<file path="src/sv/calendar_clock_epoch_assert.svh">
// assertion macros for the calendar clock block
`ifndef CALENDAR_CLOCK_EPOCH_ASSERT_SVH
`define CALENDAR_CLOCK_EPOCH_ASSERT_SVH

// implication checked at every clock edge outside reset
`define CCE_ASSERT_IMPL(lbl, ante, cons, msg) \
	lbl: assert property (@(posedge clk) disable iff (!arst_n) (ante) |-> (cons)) \
		else $error(msg);

// next-cycle implication
`define CCE_ASSERT_NEXT(lbl, ante, cons, msg) \
	lbl: assert property (@(posedge clk) disable iff (!arst_n) (ante) |=> (cons)) \
		else $error(msg);

`endif

</file>
<file path="src/sv/cce_pkg.sv">
// ----------------------------------------------------------------------------
// cce_pkg
// types, constants and calendar helpers for the calendar clock
// ----------------------------------------------------------------------------
package cce_pkg;

	localparam logic [1:0] OP_TICK    = 2'd0;
	localparam logic [1:0] OP_SET     = 2'd1;
	localparam logic [1:0] OP_ADJUST  = 2'd2;
	localparam logic [1:0] OP_RESTORE = 2'd3;

	localparam logic [11:0] EPOCH_YEAR = 12'd2000;
	localparam logic [16:0] SECS_DAY   = 17'd86400;

	// date and time record
	typedef struct packed {
		logic [11:0] year;
		logic [3:0]  month;
		logic [4:0]  day;
		logic [4:0]  hour;
		logic [5:0]  minute;
		logic [5:0]  second;
	} date_t;

	// leap rule; correct for years 1901 to 2299
	function automatic logic is_leap(input logic [11:0] y);
		return (y[1:0] == 2'd0) && (y != 12'd2100) && (y != 12'd2200);
	endfunction

	// days in month, out-of-range months count as 31
	function automatic logic [4:0] month_days(input logic [11:0] y, input logic [3:0] m);
		logic [4:0] d;
		case (m)
			4'd2: d = is_leap(y) ? 5'd29 : 5'd28;
			4'd4, 4'd6, 4'd9, 4'd11: d = 5'd30;
			default: d = 5'd31;
		endcase
		return d;
	endfunction

endpackage

</file>
<file path="src/sv/calendar_clock_epoch.sv">
// ----------------------------------------------------------------------------
// calendar_clock_epoch
// calendar clock with epoch 2000-01-01, tick/set/adjust/restore operations
// ----------------------------------------------------------------------------
// usage:
//   s_axis carries one operation per item; m_axis returns one result item
//   with the date, time, epoch seconds and a save flag.
//   s_axis_tready is low while an item is in work and while a result waits.
//   adjust, and a tick that folds no second, bypass the shared adder.
//   set, restore and folding ticks walk years, months, days, hours and
//   minutes one step per cycle through one shared adder; a set first walks
//   its own fields into epoch seconds, then walks those back into a date.
//   after reset the clock reads 2025-01-01 00:00:00 with no pending time.
//   a result is held until m_axis_tready; no new item is taken meanwhile.
// ----------------------------------------------------------------------------
module calendar_clock_epoch (
	input  logic         clk,
	input  logic         arst_n,
	input  logic         s_axis_tvalid,
	output logic         s_axis_tready,
	// opcode[1:0], elapsed_ms[17:2], adjust_ms[33:18], set_year[45:34],
	// set_month[49:46], set_day[57:50], set_hour[65:58], set_minute[73:66],
	// set_second[81:74], epoch_in[113:82], zero fill to 120
	input  logic [119:0] s_axis_tdata,
	output logic         m_axis_tvalid,
	input  logic         m_axis_tready,
	// year_out[11:0], month_out[15:12], day_out[20:16], hour_out[25:21],
	// minute_out[31:26], second_out[37:32], epoch_out[69:38],
	// save_record[70], zero fill to 72
	output logic [71:0]  m_axis_tdata
);
	import cce_pkg::*;

	localparam logic [1:0] C_IDLE = 2'd0;
	localparam logic [1:0] C_CONV = 2'd1;
	localparam logic [1:0] C_WAIT = 2'd2;
	localparam logic [1:0] C_OUT  = 2'd3;

	logic [1:0]  cst_q;
	date_t       cur_q;
	logic [31:0] epoch_q;
	logic signed [17:0] pend_q;
	logic        save_q;

	logic [1:0]  opcode;
	logic [15:0] elapsed_ms;
	logic signed [15:0] adjust_ms;
	assign opcode     = s_axis_tdata[1:0];
	assign elapsed_ms = s_axis_tdata[17:2];
	assign adjust_ms  = s_axis_tdata[33:18];

	logic take;
	assign take = s_axis_tvalid && s_axis_tready;
	assign s_axis_tready = (cst_q == C_IDLE);

	// pending-ms arithmetic: sum, whole seconds and remainder (sum < 65536+131071)
	logic signed [18:0] psum;
	logic [7:0]  whole;
	logic [9:0]  rem;
	logic signed [18:0] padj;
	assign psum = 19'(pend_q) + 19'($signed({1'b0, elapsed_ms}));
	assign padj = 19'(pend_q) - 19'(adjust_ms);
	always_comb begin
		logic [27:0] prod;
		logic [17:0] u;
		u     = psum[17:0];
		prod  = 28'(u) * 28'd1048;  // floor(u/1000) or one less, corrected below
		whole = prod[27:20];
		if (18'(whole) * 18'd1000 + 18'd1000 <= u) whole = whole + 8'd1;
		rem   = 10'(u - 18'(whole) * 18'd1000);
	end

	// restore seconds from elapsed_ms
	logic [6:0] rsec;
	always_comb begin
		logic [26:0] p;
		p    = 27'(elapsed_ms) * 27'd1048;
		rsec = p[26:20];
		if (17'(rsec) * 17'd1000 + 17'd1000 <= 17'(elapsed_ms)) rsec = rsec + 7'd1;
	end

	logic [32:0] tick_ep, rest_ep;
	assign tick_ep = 33'(epoch_q) + 33'(whole);
	assign rest_ep = 33'(s_axis_tdata[113:82]) + 33'(rsec);

	logic        cv_start, cv_to_date, cv_done;
	logic [32:0] cv_epoch;
	logic [31:0] cv_epoch_out;
	date_t       cv_date;

	assign cv_start   = take && (opcode != OP_ADJUST) &&
		!(opcode == OP_TICK && psum < 19'sd1000);
	assign cv_to_date = (opcode != OP_SET);
	assign cv_epoch   = (opcode == OP_TICK) ?
		(tick_ep[32] ? 33'h0FFFFFFFF : tick_ep) :
		(rest_ep[32] ? 33'h0FFFFFFFF : rest_ep);

	cce_conv u_conv (
		.clk(clk), .arst_n(arst_n), .start(cv_start), .to_date(cv_to_date),
		.y_in(s_axis_tdata[45:34]), .mo_in(s_axis_tdata[49:46]),
		.d_in(s_axis_tdata[57:50]), .h_in(s_axis_tdata[65:58]),
		.mi_in(s_axis_tdata[73:66]), .s_in(s_axis_tdata[81:74]),
		.epoch_in(cv_epoch), .done(cv_done), .epoch_out(cv_epoch_out),
		.date_out(cv_date)
	);

	// control and state
	always_ff @(posedge clk or negedge arst_n) begin
		if (!arst_n) begin
			cst_q   <= C_IDLE;
			cur_q   <= '{year: 12'd2025, month: 4'd1, day: 5'd1, hour: 5'd0,
				minute: 6'd0, second: 6'd0};
			epoch_q <= 32'd789004800;
			pend_q  <= '0;
			save_q  <= 1'b0;
		end else begin
			unique case (cst_q)
				C_IDLE: if (take) begin
					save_q <= (opcode == OP_SET) || (opcode == OP_ADJUST);
					if (cv_start) begin
						cst_q <= C_CONV;
						if (opcode == OP_TICK) pend_q <= 18'($signed({8'd0, rem}));
						else pend_q <= '0;
					end else begin
						cst_q <= C_OUT;
						if (opcode == OP_ADJUST)
							pend_q <= (padj > 19'sd131071) ? 18'sd131071 :
								((padj < -19'sd131072) ? -18'sd131072 : padj[17:0]);
						else pend_q <= psum[17:0];
					end
				end
				C_CONV: cst_q <= C_WAIT;
				C_WAIT: if (cv_done) begin
					cur_q   <= cv_date;
					epoch_q <= cv_epoch_out;
					cst_q   <= C_OUT;
				end
				C_OUT: if (m_axis_tready) cst_q <= C_IDLE;
				default: cst_q <= C_IDLE;
			endcase
		end
	end

	assign m_axis_tvalid = (cst_q == C_OUT);
	assign m_axis_tdata  = {1'b0, save_q, epoch_q, cur_q.second, cur_q.minute,
		cur_q.hour, cur_q.day, cur_q.month, cur_q.year};

	`include "calendar_clock_epoch_assert.svh"
	`CCE_ASSERT_IMPL(a_busy, cst_q != C_IDLE, !s_axis_tready, "ready while busy")
	`CCE_ASSERT_IMPL(a_pend_tick, m_axis_tvalid && !save_q, pend_q < 18'sd1000,
		"pending left above one second")
	`CCE_ASSERT_IMPL(a_month, m_axis_tvalid, cur_q.month != 4'd0 && cur_q.month < 4'd13,
		"bad month")
endmodule

</file>
<file path="src/sv/cce_conv.sv">
// ----------------------------------------------------------------------------
// cce_conv
// shared-adder sequencer: date to epoch seconds and epoch seconds to date
// ----------------------------------------------------------------------------
module cce_conv (
	input  logic                clk,
	input  logic                arst_n,
	input  logic                start,
	input  logic                to_date,      // 1: split epoch, 0: build epoch
	input  logic [11:0]         y_in,
	input  logic [3:0]          mo_in,
	input  logic [7:0]          d_in,
	input  logic [7:0]          h_in,
	input  logic [7:0]          mi_in,
	input  logic [7:0]          s_in,
	input  logic [32:0]         epoch_in,     // already saturated
	output logic                done,
	output logic [31:0]         epoch_out,
	output cce_pkg::date_t      date_out
);
	import cce_pkg::*;

	localparam logic [3:0] S_IDLE  = 4'd0;
	localparam logic [3:0] S_YEAR  = 4'd1;
	localparam logic [3:0] S_MON   = 4'd2;
	localparam logic [3:0] S_DAY   = 4'd3;
	localparam logic [3:0] S_HOUR  = 4'd4;
	localparam logic [3:0] S_MIN   = 4'd5;
	localparam logic [3:0] S_SEC   = 4'd6;
	localparam logic [3:0] S_SAT   = 4'd7;
	localparam logic [3:0] D_YEAR  = 4'd8;
	localparam logic [3:0] D_MON   = 4'd9;
	localparam logic [3:0] D_DAY   = 4'd10;
	localparam logic [3:0] D_HOUR  = 4'd11;
	localparam logic [3:0] D_MIN   = 4'd12;
	localparam logic [3:0] D_DONE  = 4'd13;

	logic [3:0]  state_q;
	logic signed [41:0] acc_q;    // signed second accumulator
	logic [11:0] y_q, ycnt_q;
	logic [3:0]  mo_q, mcnt_q;
	logic [7:0]  cnt_q;           // repeated-add counter for day/hour/min
	logic [7:0]  h_q, mi_q, s_q;
	logic [4:0]  dd_q, hh_q;
	logic [5:0]  mm_q;

	// set year limited: any earlier year lands before the epoch, any later one past the end
	logic [11:0] yc;
	logic [11:0] y_adj;
	assign yc = (y_in < 12'd1998) ? 12'd1998 : ((y_in > 12'd2137) ? 12'd2137 : y_in);

	// month zero borrows a year, months above twelve carry one
	always_comb begin
		if (mo_in == 4'd0) y_adj = yc - 12'd1;
		else if (mo_in > 4'd12) y_adj = yc + 12'd1;
		else y_adj = yc;
	end

	// shared add/compare unit
	logic signed [41:0] opnd;
	logic signed [41:0] sum;
	logic               sub;

	always_comb begin
		opnd = '0;
		sub  = 1'b0;
		unique case (state_q)
			S_YEAR, D_YEAR:
				opnd = 42'(is_leap(ycnt_q) ? 25'd31622400 : 25'd31536000);
			S_MON, D_MON:
				opnd = 42'(month_days(y_q, mcnt_q)) * 42'(SECS_DAY);
			S_DAY, D_DAY: opnd = 42'(SECS_DAY);
			S_HOUR, D_HOUR: opnd = 42'd3600;
			S_MIN, D_MIN: opnd = 42'd60;
			default: opnd = '0;
		endcase
		case (state_q)
			S_YEAR: sub = (y_q < EPOCH_YEAR);
			D_YEAR, D_MON, D_DAY, D_HOUR, D_MIN: sub = 1'b1;
			default: sub = 1'b0;
		endcase
		sum = sub ? acc_q - opnd : acc_q + opnd;
	end

	logic fits;
	assign fits = !sum[41];

	always_ff @(posedge clk or negedge arst_n) begin
		if (!arst_n) begin
			state_q <= S_IDLE;
		end else begin
			unique case (state_q)
				S_IDLE: if (start) begin
					if (to_date) begin
						acc_q   <= 42'(epoch_in);
						ycnt_q  <= EPOCH_YEAR;
						mcnt_q  <= 4'd1;
						state_q <= D_YEAR;
					end else begin
						acc_q <= '0;
						y_q   <= y_adj;
						if (mo_in == 4'd0) begin
							mo_q <= 4'd12;
						end else if (mo_in > 4'd12) begin
							mo_q <= mo_in - 4'd12;
						end else begin
							mo_q <= mo_in;
						end
						ycnt_q  <= (y_adj < EPOCH_YEAR) ? y_adj : EPOCH_YEAR;
						mcnt_q  <= 4'd1;
						cnt_q   <= d_in;
						h_q <= h_in; mi_q <= mi_in; s_q <= s_in;
						state_q <= S_YEAR;
					end
				end
				// count whole years between epoch year and target
				S_YEAR: begin
					if (y_q < EPOCH_YEAR) begin
						if (ycnt_q < EPOCH_YEAR) begin
							acc_q <= sum; ycnt_q <= ycnt_q + 12'd1;
						end else state_q <= S_MON;
					end else if (ycnt_q < y_q) begin
						acc_q <= sum; ycnt_q <= ycnt_q + 12'd1;
					end else state_q <= S_MON;
				end
				S_MON: begin
					if (mcnt_q < mo_q) begin
						acc_q <= sum; mcnt_q <= mcnt_q + 4'd1;
					end else begin
						state_q <= S_DAY;
						if (cnt_q == 8'd0) acc_q <= acc_q - 42'(SECS_DAY);
					end
				end
				// day-1 additions, then hours, minutes
				S_DAY: begin
					if (cnt_q > 8'd1) begin
						acc_q <= sum; cnt_q <= cnt_q - 8'd1;
					end else begin
						cnt_q <= h_q; state_q <= S_HOUR;
					end
				end
				S_HOUR: begin
					if (cnt_q != 8'd0) begin
						acc_q <= sum; cnt_q <= cnt_q - 8'd1;
					end else begin
						cnt_q <= mi_q; state_q <= S_MIN;
					end
				end
				S_MIN: begin
					if (cnt_q != 8'd0) begin
						acc_q <= sum; cnt_q <= cnt_q - 8'd1;
					end else state_q <= S_SEC;
				end
				S_SEC: begin
					acc_q <= acc_q + 42'(s_q); state_q <= S_SAT;
				end
				S_SAT: begin
					if (acc_q < 0) acc_q <= '0;
					else if (acc_q > 42'sd4294967295) acc_q <= 42'sd4294967295;
					ycnt_q  <= EPOCH_YEAR;
					mcnt_q  <= 4'd1;
					state_q <= D_YEAR;
				end
				D_YEAR: begin
					if (fits) begin
						acc_q <= sum; ycnt_q <= ycnt_q + 12'd1;
					end else begin
						y_q <= ycnt_q; state_q <= D_MON;
					end
				end
				D_MON: begin
					if (mcnt_q < 4'd12 && fits) begin
						acc_q <= sum; mcnt_q <= mcnt_q + 4'd1;
					end else begin
						dd_q <= 5'd1; state_q <= D_DAY;
					end
				end
				D_DAY: begin
					if (fits) begin
						acc_q <= sum; dd_q <= dd_q + 5'd1;
					end else begin
						hh_q <= '0; state_q <= D_HOUR;
					end
				end
				D_HOUR: begin
					if (fits) begin
						acc_q <= sum; hh_q <= hh_q + 5'd1;
					end else begin
						mm_q <= '0; state_q <= D_MIN;
					end
				end
				D_MIN: begin
					if (fits) begin
						acc_q <= sum; mm_q <= mm_q + 6'd1;
					end else state_q <= D_DONE;
				end
				D_DONE: state_q <= S_IDLE;
				default: state_q <= S_IDLE;
			endcase
		end
	end

	// epoch of the final date, saturated like the walk
	logic [31:0] epoch_q;
	always_ff @(posedge clk) begin
		if (state_q == S_SAT) epoch_q <= (acc_q < 0) ? '0 :
			((acc_q > 42'sd4294967295) ? 32'hFFFFFFFF : acc_q[31:0]);
		else if (state_q == S_IDLE && start && to_date) epoch_q <= epoch_in[31:0];
	end

	assign done      = (state_q == D_DONE);
	assign epoch_out = epoch_q;
	assign date_out  = '{year: y_q, month: mcnt_q, day: dd_q, hour: hh_q,
		minute: mm_q, second: acc_q[5:0]};

	`include "calendar_clock_epoch_assert.svh"
	`CCE_ASSERT_IMPL(a_sec_range, done, acc_q < 42'sd60, "second out of range")
	`CCE_ASSERT_IMPL(a_min_range, done, mm_q < 6'd60, "minute out of range")
	`CCE_ASSERT_IMPL(a_hour_range, done, hh_q < 5'd24, "hour out of range")
	`CCE_ASSERT_NEXT(a_done_idle, done, state_q == S_IDLE, "no return to idle")
endmodule

</file>
<file path="config.mk">
export PLATFORM = sky130hd
export DESIGN_NAME = calendar_clock_epoch
export DESIGN_NICKNAME = d
export VERILOG_FILES = /design/src/sv/cce_pkg.sv /design/src/sv/calendar_clock_epoch.sv /design/src/sv/cce_conv.sv
export VERILOG_INCLUDE_DIRS = /design/src /design/src/sv
export SDC_FILE = /design/constraint.sdc
export NUM_CORES = 1
export LEC_CHECK = 0
export ABC_AREA = 1
export BUFFER_PORTS_ARGS = -buffer_cell sky130_fd_sc_hd__buf_2
export CAP_MARGIN = 5
export CORE_MARGIN = 4
export CORE_UTILIZATION = 45
export DETAILED_ROUTE_END_ITERATION = 16
export SYNTH_ARGS = -nofsm -noshare
export SYNTH_HDL_FRONTEND = slang
export SYNTH_HIERARCHICAL = 1
export SYNTH_SLANG_ARGS = --single-unit
</file>
<file path="constraint.sdc">
create_clock -name clk -period 27.8 [get_ports clk]
set_input_delay 1.39 -clock clk [delete_from_list [all_inputs] [get_ports clk]]
set_output_delay 1.39 -clock clk [all_outputs]
set_load 0.02 [all_outputs]
</file>
==> results.ini, run 1 <==
[outcome]
status=finished clean

[grt]
grt_pass1_wl_um=152100
grt_max_degree=69
grt-ovfl-total=0
first_global_vias=27300
antenna_found_initial=2
grt.total_usage_pct=26.90

[layout]
diodes=0
fin_nets=4937
area_growth_pct=9.855
drive_gt1_share_pct=10.70

[die]
rows=94
die_area_mm2=0.07101
coreArea_mm2=0.06598
start_util_pct=45.57
die_h_um=266.5
pin_count=198
die_w_um=266.5

[route]
drtPass1Iterations=6
drc=0
highest_layer=met5
wl_met3_um=6293
drt-initial-drc-count=2195
vias=28750
routed_wl_um=97300
avgRoutedWirePerCell_um=18.38
met2_length_um=43350
drt-met1-wl_um=45040
vias_per_cell=5.431
ant_nets=0

[yosys]
synth_top_area_cell=edfxtp_1
synth_commonest_cells=907 x nand2_1, 675 x inv_1, 373 x nor2_1, 348 x ha_1, 285 x a21oi_1
netlist.area_leader.share_pct=15.38
netlist_instances=4252
synth_seq_area_share_pct=23.37
synth_cell_types=71
syn-mean-instance-area_um2=7.071
synth-edff-count=154
ys.flop_type=edfxtp_1
ys_ff_latch=249
ys.warnings.count=6
synth.most_common_cell=nand2_1
synth.cell_area_mm2=0.03007
async_flop_share_pct=38.15
synth.area.top_cells=edfxtp_1 15%, ha_1 14%, nand2_1 11%

[worst_setup_path]
ff2ff_path_depth=72
cp_max_fo=13
crit_type=in -> reg
rrSetupSlack_ns=13.38
crit_arrival_ns=15.54
crit_slowest_cell=xor2_1
cpMostUsedCell=inv_1
rr_startpoint=pend_q[4]$_DFFE_PN0P_
crit_required_ns=28.07
setup.worst_path.end_class=flip-flop
cp-endpoint=u_conv/acc_q[31]$_DFFE_PP_
start_kind=input port
crit_path_max_incr_delay_ns=0.71
critPathLaunch=s_axis_tdata[10]
reg2reg_to=pend_q[9]$_DFFE_PN0P_

[clock_network]
cts.reportedPaths.clkPinSlew_ns=0.06
cts_tree=yes
insertion_delay_ns=0.58
clockBufferDepth=3
hold_buffers=0
cts-buffers-inserted=34
clock_sinks=249
cts-resized-gates=0
cts_setup_buffers=0
htreeDepth=2
cts_root_buf=clkbuf_16

[sta]
rsz0062_at_grt=false
timing_hold_violations_final=0
min_period_ns=15.27
worstMarginPinSlew_ns=1.153
maxSlewViolCount=0
post-route-period-util_pct=54.92
fmax_mhz=65.50
finClkSkew_ns=0.04374
setup_viol=0
setup_tns_ns=0
slew_headroom_pct=23.02

[min_path]
hold_class=reg -> reg

[placed_design]
dp_hpwl_um=79160
io_buffers=190
gp_congestion=0.9478

[flow_run]
maxCapViolations=0

[metal layers]
layer / global-route usage [%] / up-vias
met5: 0 / -
met4: 7.039 / 2
met3: 3.743 / 147
met2: 43.56 / 855
met1: 37.99 / 13310
li1: - / 14440
[sequential cells by signal, indices dropped and copies added (netlist names), 8 cells and up]
name and count:
u_conv/h_q 8, u_conv/ycnt_q 12, epoch_q 32, m_axis_tdata 38
u_conv/cnt_q 8, u_conv/s_q 8, pend_q 18, u_conv/mi_q 8
u_conv/acc_q 42, u_conv/y_q 12, u_conv/epoch_out 32
[how the worst min path moves through the flow]
stage	startpoint	to	slack, ns	cells past startpoint
3_5_place_dp	u_conv/epoch_out[4]$_DFFE_PP_	epoch_q[4]$_DFFE_PN0P_	0.46	1
5_1_grt	u_conv/epoch_out[4]$_DFFE_PP_	epoch_q[4]$_DFFE_PN0P_	0.50	1
3_3_place_gp	u_conv/epoch_out[10]$_DFFE_PP_	epoch_q[10]$_DFFE_PN0P_	0.46	1
2_1_floorplan	save_q$_DFFE_PN0P_	save_q$_DFFE_PN0P_	0.45	2
6_report	u_conv/epoch_out[4]$_DFFE_PP_	epoch_q[4]$_DFFE_PN0P_	0.47	1
4_1_cts	u_conv/epoch_out[4]$_DFFE_PP_	epoch_q[4]$_DFFE_PN0P_	0.47	1
[final cells by class]
cell class / instances / area, um2
clock buffers: 38 / 885.9
inverters: 691 / 2601
multi-input cells: 3221 / 20040
fillers: 6788 / 32950
flip-flops and latches: 249 / 7027
clock inverters: 22 / 294.0
repair buffers: 209 / 1096
well taps: 864 / 1081
[per-stage QoR]
step	area (um2)	util, %	setup slack (ns)	instances	hold WS (ns)
floorplan	30070	-	14.52	4253	0.4500
global placement	31850	48.27	12.02	5234	0.4596
detailed placement	31850	48.27	11.94	5234	0.4639
CTS	33030	50.06	12.48	5294	0.4708
global route	33030	50.06	11.22	5294	0.4984
finish	33030	50.06	12.53	5294	0.4718
[cells by family (layout without fill, tap and decap cells)]
family / Yosys count / after routing / synth area share [%]
simple gates: 1844 / 1844 / 27.16
buf+inv: 783 / 960 / 10.09
compound gates: 746 / 746 / 13.98
fa+ha+maj: 407 / 407 / 18.41
flops: 249 / 249 / 23.37
xor+xnor: 170 / 170 / 5.027
mux: 52 / 52 / 1.948
other cells: 1 / 2 / 0.01247
[critical path: cells and delay by family]
| family | cells | cell delay (ns) |
|---|---|---|
| and+or+nand+nor | 20 | 3.29 |
| buffers and inverters | 14 | 1.32 |
| AOI/OAI and AO/OA | 20 | 4.17 |
| xor gates and xnor gates | 3 | 1.06 |
| adders and majority gates | 11 | 4.23 |
[cells in the final DEF (no fill, tap or decap), drive strengths merged, types with 6 or more instances in the layout]
cell type  netlist  layout
o211ai          18      18
o21bai          16      16
nor4            29      29
a221oi           6       6
o21ai          299     299
a21o            19      19
fa              59      59
nor3            83      83
inv            689     691
clkinv           2      15
nor2           391     391
ha             348     348
a21oi          289     289
mux2            52      52
nand3b          23      23
o31ai            9       9
dfstp           20      20
o2111ai         19      19
nand4           71      71
edfxtp         154     154
buf             35     209
nand3          265     265
nand2          941     941
clkbuf          57      38
dfrtp           75      75
xnor2           45      45
xor2           125     125
or2             30      30
o221ai          11      11
a31oi           30      30
Power of run 1 is not shown: default switching activity piles up to over one toggle a cycle in this logic, so the estimate is an artifact.
==> inputs of run 2 (changes only) <==
- ABC_AREA: 1 -> 0
- clock period: 27.8 -> 12.8 ns (I/O delays scaled with it)
==> run 2 against run 1 <==
Against the previous run: the flow now finishes with violations (negative setup slack); hold slack worse by 0.42 ns; area after synthesis down 6.7%; first-iteration DRC count down 14%; worst setup slack worse by 13 ns; critical path depth down 5; clock skew down 0.025 ns; via count down 8.2%; wire length down 5.8%; critical path type is now reg -> reg; critical endpoint is now pend_q[9]$_DFFE_PN0P_; largest cell class unchanged; highest routed layer is now met4.
==> results.ini, run 2 <==
[clock_network]
cts_root_buf=clkbuf_16
clock_sinks=249
cts_tree=yes
insertion_delay_ns=0.61
hold_buffers=0
cts.reportedPaths.clkPinSlew_ns=0.06
htreeDepth=1
clockBufferDepth=3
cts-buffers-inserted=31

[sta]
slew_headroom_pct=13.80
setup_ws_ns=-0.6566
setup_tns_ns=-17.82
post-route-period-util_pct=105.1
hold-worst-slack_ns=0.05061
min_period_ns=13.46
rsz0062_at_grt=true
setup_viol=67
finClkSkew_ns=0.01834
fmax_mhz=74.31
worstMarginPinSlew_ns=1.283
maxSlewViolCount=0
timing_hold_violations_final=0

[die]
die_h_um=257.7
start_util_pct=45.46
die_w_um=257.7
die_area_mm2=0.06640
pin_count=198
rows=91
coreArea_mm2=0.06171

[layout]
largest_reg_flops=42
fin_nets=4257
area_growth_pct=25.90
final_common_cell=buf_4
registers.top_by_ff_count=u_conv/acc_q
fin_util_pct=57.23
drive_gt1_share_pct=26.71
layout_common_cells=356 x buf_4, 314 x ha_1, 280 x nand2_1

[worst_setup_path]
crit_required_ns=13.28
cp_top_family=adder cells
crit_arrival_ns=13.94
start_kind=flip-flop
cp.buffers_inverters=12
cpMostUsedCell=xnor2_1
setup.worst_path.end_class=flip-flop
crit_type=reg -> reg
crit_path_max_incr_delay_ns=0.58
cp_max_fo=4
crit_slowest_cell=or4b_4

[yosys]
synth_seq_area_share_pct=25.05
ys_ff_latch=249
synth_top_area_cell=edfxtp_1
netlist_instances=3240
synth.cell_area_mm2=0.02805
ys.flop_type=edfxtp_1
syn-mean-instance-area_um2=8.659
netlist.area_leader.share_pct=16.48
synth-edff-count=154
ys.warnings.count=6
synth.most_common_cell=ha_1
async_flop_share_pct=38.15
synth.area.top_cells=edfxtp_1 16%, ha_1 16%, dfrtp_1 6.7%
synth_cell_types=113
synth_commonest_cells=348 x ha_1, 295 x inv_1, 287 x nand2_1, 229 x nor2_1, 216 x a21oi_1

[placed_design]
dp_hpwl_um=70820
gp_congestion=0.9378
io_buffers=190

[route]
drc=0
vias=26400
ant_nets=0
vias_per_cell=5.751
drt-initial-drc-count=1890
drtPass1Iterations=6
routed_wl_um=91670
avgRoutedWirePerCell_um=19.97

[flow_run]
maxCapViolations=0

[min_path]
hold_class=in -> async

[grt]
gr-usage-met3_pct=2.354
grt-ovfl-total=0
met1_usage_pct=33.51
met2_usage_pct=47.85
grt_max_degree=71
antenna_found_initial=3
grt_pass1_wl_um=144300
first_global_vias=26660
grt.total_usage_pct=26.49
busiest_layer=met2

[outcome]
status=complete, but fails checks
violations=negative setup slack

==> run 2: changes by cell type after synthesis, moves of 27 or more <==
cell / previous run / this run
a21o_1: 19 / 63
a21oi_1: 285 / 216
and3_1: 4 / 41
inv_1: 675 / 295
nand2_1: 907 / 287
nand2b_1: 0 / 29
nand3_1: 246 / 88
nand4_1: 68 / 41
nor2_1: 373 / 229
o21ai_0: 278 / 175
xnor2_1: 45 / 198
==> run 2: cells by family (layout without fill, tap and decap cells) <==
kind of cell | count (synthesis) | after routing | share of synthesized area [%]
simple gates | 952 | 952 | 16.60
compound gates | 826 | 826 | 19.84
buf+inv | 417 | 927 | 5.905
fa+ha+maj | 411 | 411 | 19.88
xor+xnor | 294 | 294 | 9.178
flops | 249 | 249 | 25.05
mux | 90 | 90 | 3.541
other cells | 1 | 4 | 0.01337
==> run 2: routing by layer <==
layer	part of all wire, %	up-vias	wire length (um)
met5	0	-	0
met1	42	12830	38470
met3	4.2	169	3827
li1	-	12660	-
met2	51	732	46420
met4	3.2	0	2949
==> run 2: stage by stage <==
step           worst slack (ns)  cell area (um2)  std cells
2_1_floorplan           -0.5104            28500       3241
3_3_place_gp             -1.010            32480       4478
3_5_place_dp             -1.141            32480       4478
4_1_cts                 -0.5562            34450       4562
5_1_grt                  -1.277            35320       4590
6_report                -0.6566            35320       4590
==> run 2: worst paths after layout <==
check                                                from  slack, ns  cells past startpoint                            to
min in group clk                         s_axis_tdata[66]       0.21                      1      u_conv/mi_q[0]$_DFFE_PP_
hold reg to reg            u_conv/epoch_out[29]$_DFFE_PP_       0.48                      1       epoch_q[29]$_DFFE_PN1P_
max in group asynchronous                          arst_n      11.40                      2       epoch_q[31]$_DFFE_PN0P_
setup reg to reg                    pend_q[1]$_DFFE_PN0P_      -0.66                     63         pend_q[9]$_DFFE_PN0P_
setup / recovery                    pend_q[1]$_DFFE_PN0P_      -0.66                     63         pend_q[9]$_DFFE_PN0P_
hold / removal                                     arst_n       0.05                      1  m_axis_tdata[21]$_DFFE_PN0P_
==> run 2: layout make-up <==
cell class	count	area [um2]
multi-input cells	2575	21020
inverters	299	1130
clock inverters	17	203.9
well taps	837	1047
clock buffers	41	885.9
flip-flops and latches	249	7027
diodes	2	5.005
fillers	5510	26390
repair buffers	570	3999
==> run 2: worst reg2reg max path: cells and delay by family, from the launching register on <==
| kind | cells | cell delay, ns |
|---|---|---|
| compound gates | 18 | 3.26 |
| xor+xnor | 9 | 1.46 |
| fa+ha+maj | 14 | 5.22 |
| buf+inv | 12 | 1.09 |
| flops | 1 | 0.42 |
| mux | 1 | 0.18 |
| simple gates | 9 | 1.67 |
==> run 2: what timing repair did <==
action                                  4_1_cts  5_1_grt
buffers inserted                             24       31
gates resized for setup                     117      120
gates cloned                                  3        1
pin swaps                                    71      140
endpoints found under the setup margin       67       68
Power of run 2 is left out for the same reason.
==> inputs of run 3 (changes only) <==
- RECOVER_POWER: unset -> 50
==> run 3 against run 2 <==
Against the previous run: first-iteration DRC count rose by 2.5%; the run ends with max-capacitance violations, max-slew violations, negative setup slack left; worst setup slack got worse by 0.017 ns; maximum frequency fell by 0.13%; wire length barely moved; final cell count barely moved; critical endpoint unchanged; non-clock buffer count did not move; cell area fell by 0.32%; register-to-register slack got worse by 0.02 ns; sequential share of layout area rose by 0.064 points; die area did not move; core utilization fell by 0.18 points; global-route usage did not move.
==> results.ini, run 3 (synthesis gave the netlist of run 2 again) <==
[die]
rows=91
die_area_mm2=0.06640
die_w_um=257.7
start_util_pct=45.46
coreArea_mm2=0.06171
die_h_um=257.7
pin_count=198

[worst_setup_path]
setup.worst_path.end_class=flip-flop
crit_type=reg -> reg
crit_required_ns=13.28
start_kind=flip-flop
cp_max_fo=4
cpMostUsedCell=xnor2_1
crit_arrival_ns=13.95
crit_slowest_cell=fa_1
crit_path_max_incr_delay_ns=0.53

[placed_design]
io_buffers=190
dp_hpwl_um=70820
gp_congestion=0.9378
dpl_worst_slack_ns=-1.141

[grt]
met2_usage_pct=47.85
grt-ovfl-total=0
gr-usage-met3_pct=2.354
antenna_found_initial=3
grt.total_usage_pct=26.49
grt_max_degree=71
grt_pass1_wl_um=144300
busiest_layer=met2
met1_usage_pct=33.51
first_global_vias=26660

[sta]
setup_ws_ns=-0.6735
post-route-period-util_pct=105.3
timing_hold_violations_final=0
fmax_mhz=74.22
maxSlewViolCount=179
finClkSkew_ns=0.02102
setup_viol=67
min_period_ns=13.47
slew_headroom_pct=-156.2
rsz0062_at_grt=true
worstMarginPinSlew_ns=3.843

[route]
routed_wl_um=91580
drtPass1Iterations=6
ant_nets=0
vias=26450
drc=0
drt-initial-drc-count=1938
vias_per_cell=5.761
avgRoutedWirePerCell_um=19.95

[clock_network]
htreeDepth=1
clock_sinks=249
cts.reportedPaths.clkPinSlew_ns=0.06
insertion_delay_ns=0.61
clockBufferDepth=3
cts-buffers-inserted=31
cts_root_buf=clkbuf_16
cts_tree=yes
hold_buffers=0

[layout]
area_growth_pct=25.49
seqCellArea_mm2=0.007027
multiInputGateArea_mm2=0.02102
num-fill-cells=5550
layout_common_cells=353 x buf_4, 314 x ha_1, 281 x nand2_1
final_common_cell=buf_4
largest_reg_flops=42
registers.top_by_ff_count=u_conv/acc_q
fin_nets=4257
drive_gt1_share_pct=24.45

[flow_run]
maxCapViolations=3

[outcome]
status=complete, but fails checks
violations=max-capacitance violations, max-slew violations, negative setup slack

[min_path]
hold_class=in -> reg

-- run 3: worst max-delay path, delay by kind of cell, from the launching register on --
| kind | cells | cell delay [ns] |
|---|---|---|
| fa+ha+maj | 15 | 5.50 |
| compound gates | 18 | 3.10 |
| simple gates | 13 | 1.80 |
| xor+xnor | 10 | 1.51 |
| buf+inv | 11 | 0.96 |
| flops | 1 | 0.42 |
-- run 3: metrics by stage --
stage / util [%] / area [um2] / hold slack [ns] / setup TNS (ns) / std cells
4_1_cts: 55.83 / 34450 / 0.04613 / -18.44 / 4562
6_report: 57.05 / 35210 / 0.2089 / -18.01 / 4591
3_5_place_dp: 52.64 / 32480 / 0.4644 / -58.43 / 4478
3_3_place_gp: 52.64 / 32480 / 0.4588 / -45.73 / 4478
2_1_floorplan: - / 28500 / 0.3444 / -0.8941 / 3241
5_1_grt: 57.05 / 35210 / 0.1824 / -53.84 / 4591
-- run 3: cell type report --
cell class,count,area share [%]
Tap cell,837,2.975
Multi-Input combinational cell,2575,59.69
Sequential cell,249,19.96
Inverter,299,3.209
Antenna cell,3,0.02132
Timing Repair Buffer,570,11.05
Clock inverter,17,0.5793
Clock buffer,41,2.516
-- run 3: timing repair --
item,in CTS,in global routing
setup buffers,24,31
endpoints found under the setup margin,67,68
gates resized for setup,117,120
pin swaps,71,140
cloned,3,1
-- run 3: path summary, 6_finish.rpt --
kind	start	end	slack (ns)	cells past startpoint
max in group asynchronous	arst_n	epoch_q[31]$_DFFE_PN0P_	7.33	2
hold / removal	s_axis_tdata[66]	u_conv/mi_q[0]$_DFFE_PP_	0.21	1
hold reg to reg	u_conv/epoch_out[29]$_DFFE_PP_	epoch_q[29]$_DFFE_PN1P_	0.48	1
min in group asynchronous	arst_n	m_axis_tdata[29]$_DFFE_PN0P_	0.83	1
setup / recovery	pend_q[1]$_DFFE_PN0P_	pend_q[9]$_DFFE_PN0P_	-0.67	67
setup reg to reg	pend_q[1]$_DFFE_PN0P_	pend_q[9]$_DFFE_PN0P_	-0.67	67
-- run 3: layer usage --
layer | share of wire [%] | vias to the layer above
met5 | 0 | -
met4 | 3.2 | 0
met3 | 3.7 | 160
met2 | 51 | 696
met1 | 42 | 12930
li1 | - | 12670
Power of run 3 is left out for the same reason.
